[src/hdl/bfm_pkg.sv]
// Shared constants, command codes and controller/datapath handshake types.
`timescale 1ns / 1ps
`default_nettype none
package bfm_pkg;

  localparam int unsigned PROG_DEPTH_DEF  = 4096;
  localparam int unsigned TAPE_CELLS_DEF  = 1024;
  localparam int unsigned STACK_DEPTH_DEF = 256;

  localparam logic [1:0] ACT_LOAD    = 2'd0;
  localparam logic [1:0] ACT_RESTART = 2'd1;
  localparam logic [1:0] ACT_STEP    = 2'd2;
  localparam logic [1:0] ACT_NONE    = 2'd3;

  typedef enum logic [2:0] {
    OP_RIGHT = 3'd0,
    OP_LEFT  = 3'd1,
    OP_INC   = 3'd2,
    OP_DEC   = 3'd3,
    OP_OUT   = 3'd4,
    OP_IN    = 3'd5,
    OP_OPEN  = 3'd6,
    OP_CLOSE = 3'd7
  } op_t;

  localparam logic [2:0] ST_OK      = 3'd0;
  localparam logic [2:0] ST_END     = 3'd1;
  localparam logic [2:0] ST_BRACKET = 3'd2;
  localparam logic [2:0] ST_TAPE    = 3'd3;
  localparam logic [2:0] ST_FULL    = 3'd4;

  typedef struct packed {
    logic ok;
    op_t  op;
  } dec_t;

  // Commands from the controller to the datapath.
  typedef struct packed {
    logic accept;
    logic clr_init;
    logic clear;
    logic restart;
    logic load;
    logic close1;
    logic close2;
    logic exec;
    logic move;
    logic nop;
  } cmd_t;

  typedef struct packed {
    logic clr_last;
    logic close_ok;
    logic moved;
  } sts_t;

  function automatic dec_t decode(input logic [7:0] c);
    dec_t d;
    d.ok = 1'b1;
    d.op = OP_RIGHT;
    case (c)
      8'h3E: d.op = OP_RIGHT;
      8'h3C: d.op = OP_LEFT;
      8'h2B: d.op = OP_INC;
      8'h2D: d.op = OP_DEC;
      8'h2E: d.op = OP_OUT;
      8'h2C: d.op = OP_IN;
      8'h5B: d.op = OP_OPEN;
      8'h5D: d.op = OP_CLOSE;
      default: d.ok = 1'b0;
    endcase
    return d;
  endfunction

endpackage
`default_nettype wire

[src/hdl/bfm_ctrl.sv]
// Controller state machine sequencing load, restart, step and no-op items, and the clearing pass after reset.
`timescale 1ns / 1ps
`default_nettype none
module bfm_ctrl (
  input  wire               clk,
  input  wire               rst,
  input  wire               start,
  input  wire  [1:0]        action,
  input  bfm_pkg::sts_t     sts,
  output logic              busy,
  output logic              done,
  output bfm_pkg::cmd_t     cmd
);

  typedef enum logic [2:0] {
    S_IDLE, S_CLEAR, S_LOAD, S_CLOSE1, S_CLOSE2, S_STEP, S_MOVE, S_NOP
  } state_t;

  state_t state;
  logic   from_item;

  assign busy = (state != S_IDLE);

  always_comb begin
    cmd          = '0;
    cmd.accept   = start && (state == S_IDLE);
    cmd.clr_init = cmd.accept && (action == bfm_pkg::ACT_RESTART);
    cmd.clear    = (state == S_CLEAR);
    cmd.restart  = (state == S_CLEAR) && sts.clr_last;
    cmd.load     = (state == S_LOAD);
    cmd.close1   = (state == S_CLOSE1);
    cmd.close2   = (state == S_CLOSE2);
    cmd.exec     = (state == S_STEP);
    cmd.move     = (state == S_MOVE);
    cmd.nop      = (state == S_NOP);
  end

  always_ff @(posedge clk) begin
    if (rst) begin
      state     <= S_CLEAR;
      from_item <= 1'b0;
      done      <= 1'b0;
    end else begin
      done <= 1'b0;
      case (state)
        S_IDLE: begin
          if (start) begin
            from_item <= 1'b1;
            case (action)
              bfm_pkg::ACT_LOAD:    state <= S_LOAD;
              bfm_pkg::ACT_RESTART: state <= S_CLEAR;
              bfm_pkg::ACT_STEP:    state <= S_STEP;
              default:              state <= S_NOP;
            endcase
          end
        end
        S_CLEAR: begin
          if (sts.clr_last) begin
            state <= S_IDLE;
            done  <= from_item;
          end
        end
        S_LOAD: begin
          if (sts.close_ok) begin
            state <= S_CLOSE1;
          end else begin
            state <= S_IDLE;
            done  <= 1'b1;
          end
        end
        S_CLOSE1: state <= S_CLOSE2;
        S_STEP: begin
          if (sts.moved) begin
            state <= S_MOVE;
          end else begin
            state <= S_IDLE;
            done  <= 1'b1;
          end
        end
        S_CLOSE2, S_MOVE, S_NOP: begin
          state <= S_IDLE;
          done  <= 1'b1;
        end
        default: state <= S_IDLE;
      endcase
    end
  end

endmodule
`default_nettype wire

[config.mk]
export PLATFORM = sky130hd
export DESIGN_NAME = bfm_ctrl
export DESIGN_NICKNAME = d
export VERILOG_FILES = /design/src/hdl/bfm_pkg.sv /design/src/hdl/bfm_ctrl.sv
export SDC_FILE = /design/constraint.sdc
export NUM_CORES = 1
export LEC_CHECK = 0
export ABC_AREA = 1
export BUFFER_PORTS_ARGS = -buffer_cell sky130_fd_sc_hd__buf_2
export CORE_AREA = 4 4 41 43
export CTS_BUF_LIST = sky130_fd_sc_hd__clkbuf_8 sky130_fd_sc_hd__clkbuf_16
export DETAILED_ROUTE_END_ITERATION = 10
export DIE_AREA = 0 0 45 47
export GPL_TIMING_DRIVEN = 0
export PLACE_DENSITY = 0.55
export SETUP_SLACK_MARGIN = 0.3
export SLEW_MARGIN = 5
export SYNTH_ARGS = -nofsm -noshare
export SYNTH_HDL_FRONTEND = slang
export SYNTH_SLANG_ARGS = --single-unit
export TNS_END_PERCENT = 50
[constraint.sdc]
create_clock -name clk -period 0.95 [get_ports clk]
set_input_delay 0.2375 -clock clk [delete_from_list [all_inputs] [get_ports clk]]
set_output_delay 0.2375 -clock clk [all_outputs]
set_load 0.01 [all_outputs]
# Word-level counts from Yosys, hierarchy flattened

Index checks and enable logic that the tools add are counted.

Reduce and logical (&&, ||, !) cells: 9
Equal/unequal tests: 11
Mux-type cells: 10

Operator list:

| kind               | number |
|---|---|
| $pmux 3 s6         | 1 |
| $eq 3x3->1 const B | 4 |
| $mux 3             | 3 |
| $pmux 3 s3         | 1 |
| $eq 3x2->1 const B | 2 |
| $ne 2x2->1 const B | 2 |
| $pmux 1 s4         | 1 |
| $reduce_and 2->1   | 2 |
| $eq 3x1->1 const B | 1 |
| $logic_and 1x1->1  | 3 |
| $logic_not 3->1    | 1 |
| $mux 1             | 3 |
| $reduce_bool 3->1  | 1 |
| $reduce_or 3->1    | 1 |
| $eq 2x1->1 const B | 1 |
| $eq 2x2->1 const B | 1 |
| $logic_not 2->1    | 1 |
| $mux 2             | 1 |

Logic and storage cells: 33
Bits of input ports: 8
Output and inout port bits: 12
Register bits: 5

# Longest topological paths before layout

Gate-level depths: netlist of the first run.

Word-level depth: 4
Depth in mapped cells: 8
Gate-level depth less buffers: 8

# Worst setup path after synthesis of the first run

OpenSTA, ideal clock, no wires.

Kind: flip-flop to output port
Start point: register state[2]
End point: output cmd[0] (netlist bit)
Arrival time: 889 ps
Buffers on the path: 1
Data required time: 712 ps
Cell stages (with the launch flop): 4
Slack: -177 ps
Cell sequence: dfxtp_1 > inv_2 > buf_6 > nor3_1

RTL lines:

| what                   | line           | source |
|---|---|---|
| start, declared        | bfm_ctrl.sv:19 | `state_t state;` |
| start signal, assigned | bfm_ctrl.sv:40 | `state <= S_CLEAR;` |
| start signal, assigned | bfm_ctrl.sv:50 | `bfm_pkg::ACT_LOAD: state <= S_LOAD;` |
| start signal, assigned | bfm_ctrl.sv:51 | `bfm_pkg::ACT_RESTART: state <= S_CLEAR;` |
| end, declared          | bfm_ctrl.sv:12 | `output bfm_pkg::cmd_t cmd` |

==> results of run 1 <==
final cells by class:
cell class	count	share of cell area [%]
Clock inverter	1	0.498
Sequential cell	5	14.8
Multi-Input combinational cell	43	37.8
Inverter	14	7.96
Timing Repair Buffer	29	29.0
Clock buffer	3	5.47
Buffer	1	1.99
Tap cell	15	2.49
timing repair:
action / CTS / global route
pin swaps: 6 / 4
cloned: 1 / 0
endpoints found under the setup margin: 17 / 17
setup buffers: 8 / 1
resized for setup: 10 / 3
hold endpoints to repair: 0 / 0
layout by cell type, fill, tap and decap left out, types with 2 or more instances in the layout:
master / instances
buf_2: 15
inv_1: 9
buf_4: 8
nor2_1: 7
nand3_1: 7
nand2_1: 7
buf_6: 5
ha_1: 4
nor2_4: 3
inv_2: 3
nand2_2: 3
nor3_2: 3
clkbuf_8: 3
dfxtp_4: 3
nand4_1: 2
o21ai_1: 2
a21oi_1: 2
dfxtp_1: 2
cells by family (layout without fill, tap and decap cells):
logic type,count (synthesis),count (layout)
fa+ha+maj,4,4
compound gates,5,5
buf+inv,15,48
flops,5,5
simple gates,34,34
sequential cells by signal (all words and copies together), names as in the netlist:
| signal | count |
|---|---|
| done | 1 |
| from_item | 1 |
| state | 3 |
routing by layer:
layer  vias to the layer above  global-route usage, %  part of all wire (%)
met1                       229                   13.0                    36
met2                        20                   24.0                    53
met3                         4                   2.30                   7.1
li1                        266                      -                     -
met4                         0                   7.60                   3.2
met5                         -                      0                     0
power by group through the flow:
| stage | clock network [µW] | logic, µW | registers, µW |
|---|---|---|---|
| after detailed placement | 0 | 301 | 277 |
| final | 372 | 463 | 272 |
| after global placement | 0 | 301 | 277 |
| after floorplan | 0 | 211 | 272 |
| after CTS | 377 | 443 | 270 |
| after global routing | 399 | 513 | 275 |
how the worst min path moves through the flow:
stage               start  endpoint  cells past startpoint
detailed placement    rst  state[1]                      2
global route          rst  state[1]                      2
global placement      rst  state[1]                      2
CTS                   rst  state[1]                      2
finish                rst  state[1]                      2
floorplan             rst  state[1]                      1
per-stage QoR:
stage / instance area [µm²] / instances / TNS, ns / total power, µW
finish: 754 / 111 / -3.67 / 1110
global route: 754 / 111 / -4.59 / 1190
CTS: 738 / 110 / -3.74 / 1090
detailed placement: 564 / 97 / -1.32 / 579
global placement: 564 / 97 / -1.30 / 579
floorplan: 450 / 63 / -0.0563 / 484
==> flow_summary.yaml, run 1 <==
min_path:
  hp-class: "in2reg"
synth:
  ys_warn_count: 0
  synth_xor_area_share_pct: 0
  syn-instance-count: 63
  yosys.area_share.simple_pct: 40.6
  seq_area_frac_synth_pct: 24.6
  synthAdderAreaFrac_pct: 12.3
  syn_nets: 75
  syn_area_um2: 407
  ys.flop_type: "dfxtp_1"
  synth_compound_gate_area_share_pct: 6.77
  synth.area.top_cells: "dfxtp_1 25%, ha_1 12%, nand3_1 8.6%"
  synth.distinct_cells: 18
  netlist.area_leader.share_pct: 24.6
  synth-edff-count: 0
  synth_top_area_cell: "dfxtp_1"
  avgSynthCellArea_um2: 6.45
  synthMuxAreaShare_pct: 0
  synth_top_family_by_area: "simple AND/OR/NAND/NOR gates"
  synthTopCellsByCount: "8 x inv_1, 8 x nand2_1, 8 x nor2_1"
  ys_ff_latch: 5
  async_reset_ff_share_pct: 0
layout:
  n_antenna_cell: 0
  drive_gt1_share_pct: 53.1
  nets: 109
  finalCoreUtilization_pct: 58.0
  multiInputGateArea_um2: 285
  fillCellCount: 134
  syn2layout_area_growth_pct: 85.5
  regArea_um2: 111
sta:
  clock_skew_ns: 0.00457
  slew_headroom_pct: 89.6
  finalCritPeriodShare_pct: 134
  finalHoldViolations: 0
  fin_ws_ns: -0.324
  setup_viol: 16
  tightest_slew_ns: 0.156
  hold_slack_ns: 0.219
  min_period_ns: 1.27
  fmax_mhz: 785
  grt_setup_unrepaired: "yes"
  drv_slew: 0
critical_path:
  startpoint_type: "flip-flop"
  r2r-end: "state[1]"
  critPathCapture: "cmd[8]"
  path_depth: 5
  timing.rr.start: "state[2]"
  crit_chain: "inv_6 -> buf_8 -> nand3_4 -> nor2_4 -> buf_6"
  crit_type: "reg2out"
  path_delay_family: "flip-flops"
  path_buf_inv: 3
  cp-end-kind: "output port"
  r2r_setup_slack_ns: -0.19
  worstPathArrival_ns: 1.04
  max_stage_delay_ns: 0.35
  reg2regPathDepth: 8
  critPathLaunch: "state[2]"
  critPathMaxFanout: 5
  cp.required_ns: 0.71
  worst_path_max_delay_cell: "dfxtp_4"
clock_tree:
  cts_tree: "done"
  cts_max_level: 1
  cts_hold_buf: 0
  cts_root_buf: "clkbuf_8"
  clockBufferDepth: 2
  numCtsBuffers: 3
  clock_sinks: 5
  clk_latency_ns: 0.22
  clk_pin_slew_ns: 0.04
routing:
  drt_iter0_markers: 3
  wl_mm: 1.17
  drc: 0
  wl_per_cell_um: 10.5
  postRouteAntennaNets: 0
  dr.pass1.iters: 4
  viasPerCell: 4.68
  vias: 519
floorplanning:
  dieArea_mm2: 0.00212
  rows: 13
  io_pins: 20
  initial_utilization_pct: 31.3
  die_h_um: 47
  dieWidth_um: 45
  coreArea_mm2: 0.00130
placed_design:
  gp_congestion: 0.844
  numPortBuffers: 19
  dp_slack_ns: -0.154
  dp_hpwl_um: 812
power:
  p_sw_share_pct: 32.0
  p_per_area_mw_per_mm2: 1470
  pwr-share-comb_pct: 41.8
  p_int_uw: 752
  leakage_uw: 0.000409
  switching_power_uw: 354
  clockPowerShare_pct: 33.6
  power.share.sequential_pct: 24.6
  vdd_drop_max_mv: 0.661
global_routing:
  globalRouteOverflowTotal: 0
  antenna_found_initial: 0
  first_global_vias: 513
  grt_max_degree: 8
  gr-usage-all-layers_pct: 12.7
  grt_pass1_wl_mm: 2.00
flow_run:
  cap_violations: 0
outcome:
  violations: "setup timing"
  status: "finished with violations"
No activity file was read; power rests on OpenSTA's default activity.
==> run 2, diff against run 1 <==
--- a/config.mk
+++ b/config.mk
@@ -7,12 +7,12 @@
 export LEC_CHECK = 0
 export ABC_AREA = 1
 export BUFFER_PORTS_ARGS = -buffer_cell sky130_fd_sc_hd__buf_2
-export CORE_AREA = 4 4 41 43
+export CORE_MARGIN = 4
+export CORE_UTILIZATION = 30
 export CTS_BUF_LIST = sky130_fd_sc_hd__clkbuf_8 sky130_fd_sc_hd__clkbuf_16
 export DETAILED_ROUTE_END_ITERATION = 10
-export DIE_AREA = 0 0 45 47
 export GPL_TIMING_DRIVEN = 0
-export PLACE_DENSITY = 0.55
+export PLACE_DENSITY = 0.54
 export SETUP_SLACK_MARGIN = 0.3
 export SLEW_MARGIN = 5
 export SYNTH_ARGS = -nofsm -noshare
==> run 2 against run 1 <==
Compared with the run above: the run still ends with setup timing left; final area is 3.0% higher; die area is 5.0% lower; fmax is 0.13% higher.
==> flow_summary.yaml, run 2 (same netlist as run 1, synthesis figures left out) <==
outcome:
  status: "finished with violations"
  violations: "setup timing"
sta:
  fmax_mhz: 786
  finalSetupTns_ns: -3.66
  slew_headroom_pct: 90.6
  finalCritPeriodShare_pct: 134
  finalHoldViolations: 0
  drv_slew: 0
  fin_ws_ns: -0.322
  clock_skew_ns: 0.00126
  tightest_slew_ns: 0.141
  grt_setup_unrepaired: "yes"
  setup_viol: 16
  min_period_ns: 1.27
clock_tree:
  numCtsBuffers: 3
  clock_sinks: 5
  clk_pin_slew_ns: 0.04
  cts_tree: "done"
  clockBufferDepth: 2
  cts_hold_buf: 0
  clk_latency_ns: 0.22
  cts_root_buf: "clkbuf_8"
  cts_max_level: 1
floorplanning:
  initial_utilization_pct: 31.6
  dieArea_mm2: 0.00201
  io_pins: 20
  dieWidth_um: 44.8
  rows: 13
  coreArea_mm2: 0.00128
  die_h_um: 44.8
placed_design:
  post_dp_cell_area_um2: 564
  dp_hpwl_um: 825
  numPortBuffers: 19
  gp_congestion: 0.823
layout:
  layout_commonest_cell: "buf_2"
  fillCellCount: 127
  nets: 111
  reg_top3: "state: 3 flops, done: 1 flops, from_item: 1 flops"
  drive_gt1_share_pct: 57.1
  syn2layout_area_growth_pct: 91.1
  layout_common_cells: "14 x buf_2, 9 x buf_4, 8 x inv_1, 8 x buf_6"
  n_antenna_cell: 0
  regArea_um2: 111
  finalCoreUtilization_pct: 60.5
  largest_reg_flops: 3
  regMostFlops: "state"
  multiInputGateArea_um2: 302
  fin_area_um2: 777
critical_path:
  worst_path_max_delay_cell: "dfxtp_4"
  path_delay_family: "flip-flops"
  crit_type: "reg2out"
  timing.rr.start: "state[2]"
  crit_chain: "inv_4 -> buf_8 -> nand3_4 -> nor2_4 -> buf_6"
  worstPathArrival_ns: 1.03
  path_buf_inv: 3
  startpoint_type: "flip-flop"
  critPathMaxFanout: 7
  r2r_setup_slack_ns: -0.19
  cp-end-kind: "output port"
  max_stage_delay_ns: 0.35
  critPathLaunch: "state[2]"
  cp.required_ns: 0.71
routing:
  wl_per_cell_um: 10.2
  viasPerCell: 4.64
  drc: 0
  wl_mm: 1.16
  postRouteAntennaNets: 0
  drt_iter0_markers: 8
  dr.pass1.iters: 4
  vias: 524
global_routing:
  antenna_found_initial: 0
  gr-usage-all-layers_pct: 13.1
  grt_max_degree: 8
  first_global_vias: 482
  grt_pass1_wl_mm: 1.99
  globalRouteOverflowTotal: 0
power:
  p_per_area_mw_per_mm2: 1440
  clockPowerShare_pct: 33.9
  p_int_uw: 753
  leakage_uw: 0.000411
  p_sw_share_pct: 32.5
  vdd_drop_max_mv: 0.812
  power.share.sequential_pct: 24.3
  switching_power_uw: 363
  pwr-share-comb_pct: 41.8
min_path:
  hold_start: "rst"
  hp-class: "in2reg"
flow_run:
  cap_violations: 0
-- run 2: cell type report --
class                      count  area share (%)
buffer                         1            1.93
tap                           15            2.42
sequential                     5            14.3
multi-input combinational     43            38.8
timing repair buffer          31            29.3
clock inverter                 1           0.483
inverter                      14            7.41
clock buffer                   3            5.31
-- run 2: what timing repair did --
item,CTS,global route
resized for setup,12,6
endpoints found under the setup margin,17,17
buffers inserted,8,4
pin swaps,4,3
endpoints found under the hold margin,0,0
-- run 2: per-layer routing --
metal / wire length, µm / vias to the layer above / track usage (%)
met1: 448 / 240 / 15.6
met3: 75 / 0 / 1.20
met5: 0 / - / 0
met4: 0 / 0 / 5.26
met2: 633 / 16 / 23.8
li1: - / 268 / -
-- run 2: final timing paths --
kind / endpoint / cells after the start
max: cmd[8] / 5
min: state[1] / 2
max reg2reg: state[1] / 8
min reg2reg: from_item / 1
-- run 2: worst reg2reg max path, stage by stage (launching register included) --
cell and delay [ns]:
dfxtp_4 0.36, inv_4 0.04, buf_8 0.13, buf_4 0.14
buf_4 0.13, nand3_1 0.07, nand3_1 0.07, nand2_1 0.06
nor2_1 0.03
-- run 2: power by group through the flow --
stage | logic [µW] | registers [µW] | clock network (µW)
floorplan | 211 | 272 | 0
global placement | 303 | 277 | 0
detailed placement | 304 | 279 | 0
CTS | 424 | 273 | 387
global route | 520 | 276 | 400
finish | 466 | 271 | 378
-- run 2: metrics by stage --
step / setup slack [ns] / hold WS (ns) / instances / power (µW)
after floorplan: -0.0352 / 0.302 / 63 / 484
after global placement: -0.162 / 0.441 / 97 / 580
after detailed placement: -0.162 / 0.439 / 97 / 583
after CTS: -0.342 / 0.221 / 109 / 1080
after global routing: -0.380 / 0.235 / 113 / 1200
final: -0.322 / 0.223 / 113 / 1120
==> run 3, diff against run 2 <==
--- a/config.mk
+++ b/config.mk
@@ -14,6 +14,7 @@
 export GPL_TIMING_DRIVEN = 0
 export PLACE_DENSITY = 0.54
 export SETUP_SLACK_MARGIN = 0.3
+export SKIP_LAST_GASP = 1
 export SLEW_MARGIN = 5
 export SYNTH_ARGS = -nofsm -noshare
 export SYNTH_HDL_FRONTEND = slang
==> run 3 against run 2 <==
Compared with the run above: the flow still finishes with violations (setup timing); critical path depth decreased by 1; core utilization down 1.9 points; power down 1.4%; critical path type unchanged; largest power group unchanged.
==> flow_summary.yaml, run 3 (same netlist as run 1, synthesis figures left out) <==
critical_path:
  worst_path_max_delay_cell: "dfxtp_4"
  timing.rr.start: "state[1]"
  path_buf_inv: 1
  crit_chain: "nor2_4 -> nand3_4 -> nor2_4 -> buf_6"
  path_delay_family: "flip-flops"
  critPathMaxFanout: 7
  cp.required_ns: 0.71
  max_stage_delay_ns: 0.37
  crit_path_frequent_cell: "nor2_4"
  worstPathArrival_ns: 1.04
  cp-end-kind: "output port"
  crit_type: "reg2out"
  critPathLaunch: "state[1]"
  startpoint_type: "flip-flop"
layout:
  largest_reg_flops: 3
  nets: 110
  drive_gt1_share_pct: 54.6
  layout_common_cells: "14 x buf_2, 10 x buf_4, 8 x inv_1, 8 x nand2_1, 7 x nor2_1"
  regArea_um2: 111
  reg_top3: "state: 3 flops, done: 1 flops, from_item: 1 flops"
  finalCoreUtilization_pct: 58.6
  stdcell_count: 112
  multiInputGateArea_um2: 293
  regMostFlops: "state"
  syn2layout_area_growth_pct: 85.2
  n_antenna_cell: 0
  layout_commonest_cell: "buf_2"
  fin_area_um2: 753
  fillCellCount: 128
sta:
  min_period_ns: 1.28
  fmax_mhz: 783
  slew_headroom_pct: 90.5
  setup_viol: 16
  clock_skew_ns: 0.000673
  finalCritPeriodShare_pct: 134
  finalSetupTns_ns: -3.68
  drv_slew: 0
  tightest_slew_ns: 0.142
  grt_setup_unrepaired: "yes"
  finalHoldViolations: 0
  fin_ws_ns: -0.327
routing:
  drc: 0
  vias: 502
  highest_layer: "met3"
  dr.pass1.iters: 3
  wl_per_cell_um: 9.70
  wl_mm: 1.09
  viasPerCell: 4.48
  wl_met2_um: 582
  drt_iter0_markers: 2
  wl_met3_um: 68
  postRouteAntennaNets: 0
  wl_met1_um: 435
placed_design:
  post_dp_cell_area_um2: 564
  dp.cells: 97
  gp_congestion: 0.823
  numPortBuffers: 19
  dp_hpwl_um: 825
clock_tree:
  clock_sinks: 5
  numCtsBuffers: 3
  cts_root_buf: "clkbuf_8"
  clk_latency_ns: 0.22
  clockBufferDepth: 2
  clk_pin_slew_ns: 0.03
  cts_tree: "done"
  cts_max_level: 1
min_path:
  hold_start: "rst"
  hp-class: "in2reg"
power:
  leakage_uw: 0.000405
  p_per_area_mw_per_mm2: 1460
  finalPower_uw: 1100
  vdd_drop_max_mv: 0.797
global_routing:
  first_global_vias: 483
  gr-usage-all-layers_pct: 12.7
  grt_pass1_wl_mm: 1.92
  antenna_found_initial: 0
  globalRouteOverflowTotal: 0
  grt_max_degree: 8
floorplanning:
  initial_utilization_pct: 31.6
  die_h_um: 44.8
  dieWidth_um: 44.8
  io_pins: 20
  coreArea_mm2: 0.00128
  rows: 13
  dieArea_mm2: 0.00201
outcome:
  violations: "setup timing"
  status: "finished with violations"
flow_run:
  cap_violations: 0
## run 3: cell types whose count changed in the layout (fill, tap and decap cells not counted)
cell and change:
buf_6 -2, nand3_4 -1, a21oi_1 +1, buf_4 +1, nand2_4 +1, nand2_1 +1, nand2_2 -2, a21oi_2 -1
nand3_2 +1
## run 3: worst register-to-register path: stages (launching register included)
cell	delay, ns
dfxtp_4	0.37
nor2_4	0.16
buf_4	0.13
buf_4	0.10
nand3b_1	0.06
nand2_1	0.08
inv_2	0.04
nand2_1	0.05
nand2_1	0.04
## run 3: path summary, 6_finish.rpt
check,endpoint,slack [ns],depth (start not counted)
worst max-delay path,cmd[8],-0.33,4
worst min-delay path,state[1],0.21,2
worst max register to register,state[0],-0.19,8
worst min register to register,from_item,0.49,1
## run 3: routing by layer
layer  vias to the layer above  GRT usage [%]
li1                        267              -
met1                       219           14.4
met2                        16           23.8
met3                         0           1.20
met4                         0           5.26
met5                         -              0
## run 3: cell type report
| class | instances | area share, % |
|---|---|---|
| Timing Repair Buffer | 30 | 28.2 |
| Tap cell | 15 | 2.49 |
| Clock inverter | 1 | 0.498 |
| Clock buffer | 3 | 5.48 |
| Buffer | 1 | 1.99 |
| Inverter | 14 | 7.64 |
| Sequential cell | 5 | 14.8 |
| Multi-Input combinational cell | 43 | 38.9 |
## run 3: metrics by stage
step           hold WS [ns]  setup WS (ns)
2_1_floorplan         0.302        -0.0352
3_3_place_gp          0.441         -0.162
3_5_place_dp          0.439         -0.162
4_1_cts               0.209         -0.342
5_1_grt               0.223         -0.389
6_report              0.212         -0.327
## run 3: what timing repair did
| action | CTS | global route |
|---|---|---|
| setup endpoints to repair | 17 | 17 |
| hold buffers | 0 | 0 |
| resized for setup | 9 | 5 |
| endpoints found under the hold margin | 0 | 0 |
| pin swaps | 3 | 2 |
| setup buffers | 8 | 3 |
## run 3: power by group
group | total, µW | internal (µW) | switching, µW | leakage (µW)
combinational | 449 | 235 | 215 | 0.000335
sequential | 274 | 236 | 38.1 | 0.0000427
clock | 376 | 277 | 99.7 | 0.0000269
